==> config.mk <==
export PLATFORM = sky130hd
export DESIGN_NAME = thp_temp
export DESIGN_NICKNAME = d
export VERILOG_FILES = /design/src/rtl/core/thp_sensor_compensation_defines.svh /design/src/rtl/core/thp_pkg.sv /design/src/rtl/core/thp_temp.sv
export SDC_FILE = /design/constraint.sdc
export NUM_CORES = 2
export LEC_CHECK = 0
export ABC_AREA = 1
export BUFFER_PORTS_ARGS = -buffer_cell sky130_fd_sc_hd__buf_2
export CORE_MARGIN = 2
export CORE_UTILIZATION = 55
export DETAILED_ROUTE_END_ITERATION = 12
export PLACE_DENSITY = 0.74
export SYNTH_ARGS = -nofsm -noshare
export SYNTH_HDL_FRONTEND = slang
export SYNTH_SLANG_ARGS = --single-unit
==> constraint.sdc <==
create_clock -name clk -period 10.4 [get_ports clk]
set_clock_uncertainty 0.05 [all_clocks]
set_input_delay 0.52 -clock clk [delete_from_list [all_inputs] [get_ports clk]]
set_output_delay 0.52 -clock clk [all_outputs]
set_load 0.02 [all_outputs]
==> src/rtl/core/thp_sensor_compensation_defines.svh <==
// assertion macros shared by the compensation rtl
`ifndef THP_SENSOR_COMPENSATION_DEFINES_SVH
`define THP_SENSOR_COMPENSATION_DEFINES_SVH

// same-cycle implication, reset masked
`define THP_ASSERT_NOW(label, ante, cons, msg) \
    label: assert property (@(posedge clk) disable iff (!rst_n) (ante) |-> (cons)) \
        else $error(msg);

// next-cycle implication, reset masked
`define THP_ASSERT_NEXT(label, ante, cons, msg) \
    label: assert property (@(posedge clk) disable iff (!rst_n) (ante) |=> (cons)) \
        else $error(msg);

`endif

==> src/rtl/core/thp_pkg.sv <==
// shared types and constants of the compensation pipeline
package thp_pkg;

    localparam int TF_LAT     = 3;
    localparam int TEMP_LAT   = 4;
    localparam int HUM_LAT    = 8;
    localparam int DIV_STAGES = 64;
    localparam int DIV_LAT    = DIV_STAGES + 2;
    localparam int PRE_LAT    = 6;
    localparam int POST_LAT   = 6;
    localparam int PRES_LAT   = PRE_LAT + DIV_LAT + POST_LAT;
    localparam int TOTAL_LAT  = TF_LAT + PRES_LAT;

    localparam int CFG_IDX_W  = 3;
    localparam int CFG_DATA_W = 64;

    localparam logic [CFG_IDX_W-1:0] REG_TEMP   = 3'd0;
    localparam logic [CFG_IDX_W-1:0] REG_PRES_L = 3'd1;
    localparam logic [CFG_IDX_W-1:0] REG_PRES_H = 3'd2;
    localparam logic [CFG_IDX_W-1:0] REG_MIXED  = 3'd3;
    localparam logic [CFG_IDX_W-1:0] REG_HUM    = 3'd4;

    typedef struct packed {
        logic        [15:0] t1;
        logic signed [15:0] t2;
        logic signed [15:0] t3;
        logic        [15:0] p1;
        logic signed [15:0] p2;
        logic signed [15:0] p3;
        logic signed [15:0] p4;
        logic signed [15:0] p5;
        logic signed [15:0] p6;
        logic signed [15:0] p7;
        logic signed [15:0] p8;
        logic signed [15:0] p9;
        logic        [7:0]  h1;
        logic signed [15:0] h2;
        logic        [7:0]  h3;
        logic signed [11:0] h4;
        logic signed [11:0] h5;
        logic signed [7:0]  h6;
    } thp_coef_t;

endpackage

==> src/rtl/core/thp_temp.sv <==
// temperature path: fine temperature and hundredths of a degree
module thp_temp
    import thp_pkg::*;
(
    input  logic             clk,
    input  logic             en,
    input  logic      [19:0] raw_temperature,
    input  thp_coef_t        coef,
    output logic      [31:0] tf,
    output logic      [17:0] temperature_centi
);

    logic [31:0] t1_x, t2_x, t3_x;

    assign t1_x = {16'd0, coef.t1};
    assign t2_x = 32'(coef.t2);
    assign t3_x = 32'(coef.t3);

    logic [31:0] pa_reg, d_reg;
    logic [31:0] m1_reg, m2_reg;
    logic [31:0] tf_reg;
    logic [17:0] temp_reg;
    logic [31:0] m2_sh, m3, tf5;

    assign m2_sh = $signed(m2_reg) >>> 12;
    assign m3    = m2_sh * t3_x;
    assign tf5   = (tf_reg * 32'd5) + 32'd128;

    always_ff @(posedge clk)
    begin
        if (en)
        begin
            pa_reg <= {15'd0, raw_temperature[19:3]} - {t1_x[30:0], 1'b0};
            d_reg  <= {16'd0, raw_temperature[19:4]} - t1_x;

            m1_reg <= pa_reg * t2_x;
            m2_reg <= d_reg * d_reg;

            tf_reg <= 32'($signed(m1_reg) >>> 11) + 32'($signed(m3) >>> 14);

            temp_reg <= 18'($signed(tf5) >>> 8);
        end
    end

    assign tf                = tf_reg;
    assign temperature_centi = temp_reg;

endmodule

==> results.json <==
{
  "die_x_um": 274.1,
  "clk_path_buf_depth": 2,
  "gp_congestion": 0.9299,
  "postLayoutCellArea_um2": 41690,
  "clock_latency_ns": 0.39,
  "syn_inst": 4865,
  "finalNetCount": 6382,
  "io_buffers": 116,
  "dp.cells": 5798,
  "start_kind": "flip-flop",
  "finalSetupViolCount": 0,
  "cts_made_buffers": 9,
  "grt_max_degree": 82,
  "syn_area_um2": 40120,
  "slew_headroom_pct": 25.38,
  "antenna_found_initial": 0,
  "first_global_vias": 31620,
  "clk_pin_slew_ns": 0.08,
  "worst_pin_slew_ns": 1.119,
  "die_h_um": 274.1,
  "grt_pass1_wl_mm": 154.8,
  "r2r-start": "m2_reg[22]",
  "synthTopCellsByArea": "fa_1 (44%), inv_1 (14%), ha_1 (12%)",
  "arrival_ns": 7.98,
  "critPathKind": "flip-flop to flip-flop",
  "core_um2": 72590,
  "areaGrowthSynthToFinish_pct": 3.917,
  "worstHoldStart": "raw_temperature[3]",
  "min_period_over_period_pct": 75.81,
  "via_per_inst": 5.108,
  "rrSetupSlack_ns": 2.52,
  "post_cts_resized": 0,
  "met1_usage_pct": 34.19,
  "ys_seq_area_share_pct": 7.410,
  "rows": 99,
  "cap_violations": 0,
  "drt_iter0_markers": 1907,
  "vias": 29710,
  "synth_area_leader_cell": "fa_1",
  "cp_max_fo": 16,
  "clkSinkCount": 99,
  "wl_per_cell_um": 15.82,
  "track_usage_pct": 25.94,
  "drc": 0,
  "cts.htree.levels": 3,
  "place_area_um2": 41370,
  "largest_reg_flops": 22,
  "firstDrtPassIters": 8,
  "final_max_slew_viol_count": 0,
  "ys_types": 49,
  "post-route-min-period_ns": 7.885,
  "worstRegToRegCells": 24,
  "synth_top_area_share_pct": 43.66,
  "min_to": "pa_reg[0]",
  "root_buffer": "clkbuf_16",
  "holdWs_ns": 0.2592,
  "dp_hpwl_mm": 78.28,
  "route.antenna.remaining_nets": 0,
  "use_met3_pct": 3.722,
  "die_area_um2": 75120,
  "most-common-layout-cells": "inv_1 (1487), nand2_1 (1109), fa_1 (875), ha_1 (379), a21oi_1 (154)",
  "layout-drive-gt1-share_pct": 3.749,
  "tns_ns": 0,
  "ios": 328,
  "status": "completed",
  "rsz0062_at_grt": "false",
  "cts_tree": "yes",
  "start_util_pct": 55.27,
  "stdcell_count": 5815,
  "hold_violations": 0,
  "fmax_mhz": 126.8,
  "met2_usage_pct": 45.16,
  "end_kind": "flip-flop",
  "cts_hold_buf": 0,
  "gr-total-overflow": 0,
  "hold_path.class": "input pin to flip-flop",
  "yosysWarnings": 0,
  "whs_path_depth": 1,
  "layout.cells.most_common": "inv_1",
  "busiest_layer": "met2",
  "avgSynthCellArea_um2": 8.246,
  "cts_setup_buffers": 0,
  "wirelength_mm": 91.98,
  "synth_fp_nets": 6397,
  "critPathRequiredTime_ns": 10.50,
  "ys_ff_latch": 99,
  "regToRegEndpoint": "tf[19]"
}
==> cells by family (layout without fill, tap and decap cells) <==
family	Yosys count	after routing	synth area share, %
buf+inv	1652	1642	15.62
simple gates	1398	1398	13.80
compound gates	323	323	4.653
fa+ha+maj	1254	1254	55.48
flops	99	99	7.410
other cells	0	1	0
xor+xnor	139	139	3.035
==> per-layer routing <==
| metal | vias to the layer above | wire, um |
|---|---|---|
| li1 | 14010 | - |
| met1 | 14610 | 37670 |
| met2 | 964 | 45770 |
| met3 | 129 | 6391 |
| met4 | 0 | 2148 |
| met5 | - | 0 |
==> per-stage QoR <==
stage | util, % | worst slack [ns]
detailed placement | 57.00 | 2.547
finish | 57.43 | 2.515
global route | 57.43 | 2.173
floorplan | - | 3.315
CTS | 57.43 | 2.684
global placement | 57.00 | 2.638
==> cell type report <==
type | count | area, um2
Antenna cell | 1 | 2.502
Clock buffer | 9 | 225.2
Clock inverter | 7 | 86.33
Fill cell | 6539 | 30900
Inverter | 1491 | 5597
Multi-Input combinational cell | 3114 | 30880
Sequential cell | 99 | 2973
Tap cell | 959 | 1200
Timing Repair Buffer | 135 | 725.7
==> cells in the mapped netlist, drive strengths merged <==
cell type and instances:
ha 379, edfxtp 99, xnor2 51, or2 16
o211ai 5, a31oi 13, xor2 88, nand4 17
nand2 1111, a21boi 10, buf 35, clkbuf 126
o21ai 79, a21oi 157, nor4 9, nor2 127
and2 1, nand3b 5, and3 1, nor3 26
a221oi 1, o21a 4, a21o 24, o221ai 6
o21bai 12, nand3 84, o211a 3, o31ai 1
inv 1491, o31a 1, o2111ai 2, o311ai 2
fa 875, a211oi 3, nor4b 1
==> worst max path at each step <==
stage,start,end,slack (ns),cells after the start
3_3_place_gp,coef[209],tf[18],2.64,30
2_1_floorplan,coef[209],tf[16],3.31,28
5_1_grt,pa_reg[4],m2_reg[31],2.17,26
6_report,m2_reg[22],tf[19],2.52,24
4_1_cts,pa_reg[4],m2_reg[31],2.68,26
3_5_place_dp,coef[209],tf[18],2.55,30
==> critical path, stage by stage (launching register included) <==
cell and delay (ns):
edfxtp_1 0.98, nand2_1 0.19, fa_1 0.56, inv_1 0.05, fa_1 0.49, fa_1 0.59
fa_1 0.46, fa_1 0.51, inv_1 0.07, fa_1 0.48, inv_1 0.04, ha_1 0.34
nand2_1 0.18, o311ai_0 0.60, a21oi_1 0.13, nand2_1 0.11, xor2_1 0.39, ha_1 0.39
a21oi_1 0.28, o21ai_0 0.13, a21oi_1 0.17, nand3_1 0.15, nand3_1 0.09, nand2_1 0.07
xor2_1 0.14
Power is not shown: default switching activity piles up to over one toggle a cycle in this logic, so the estimate is an artifact.
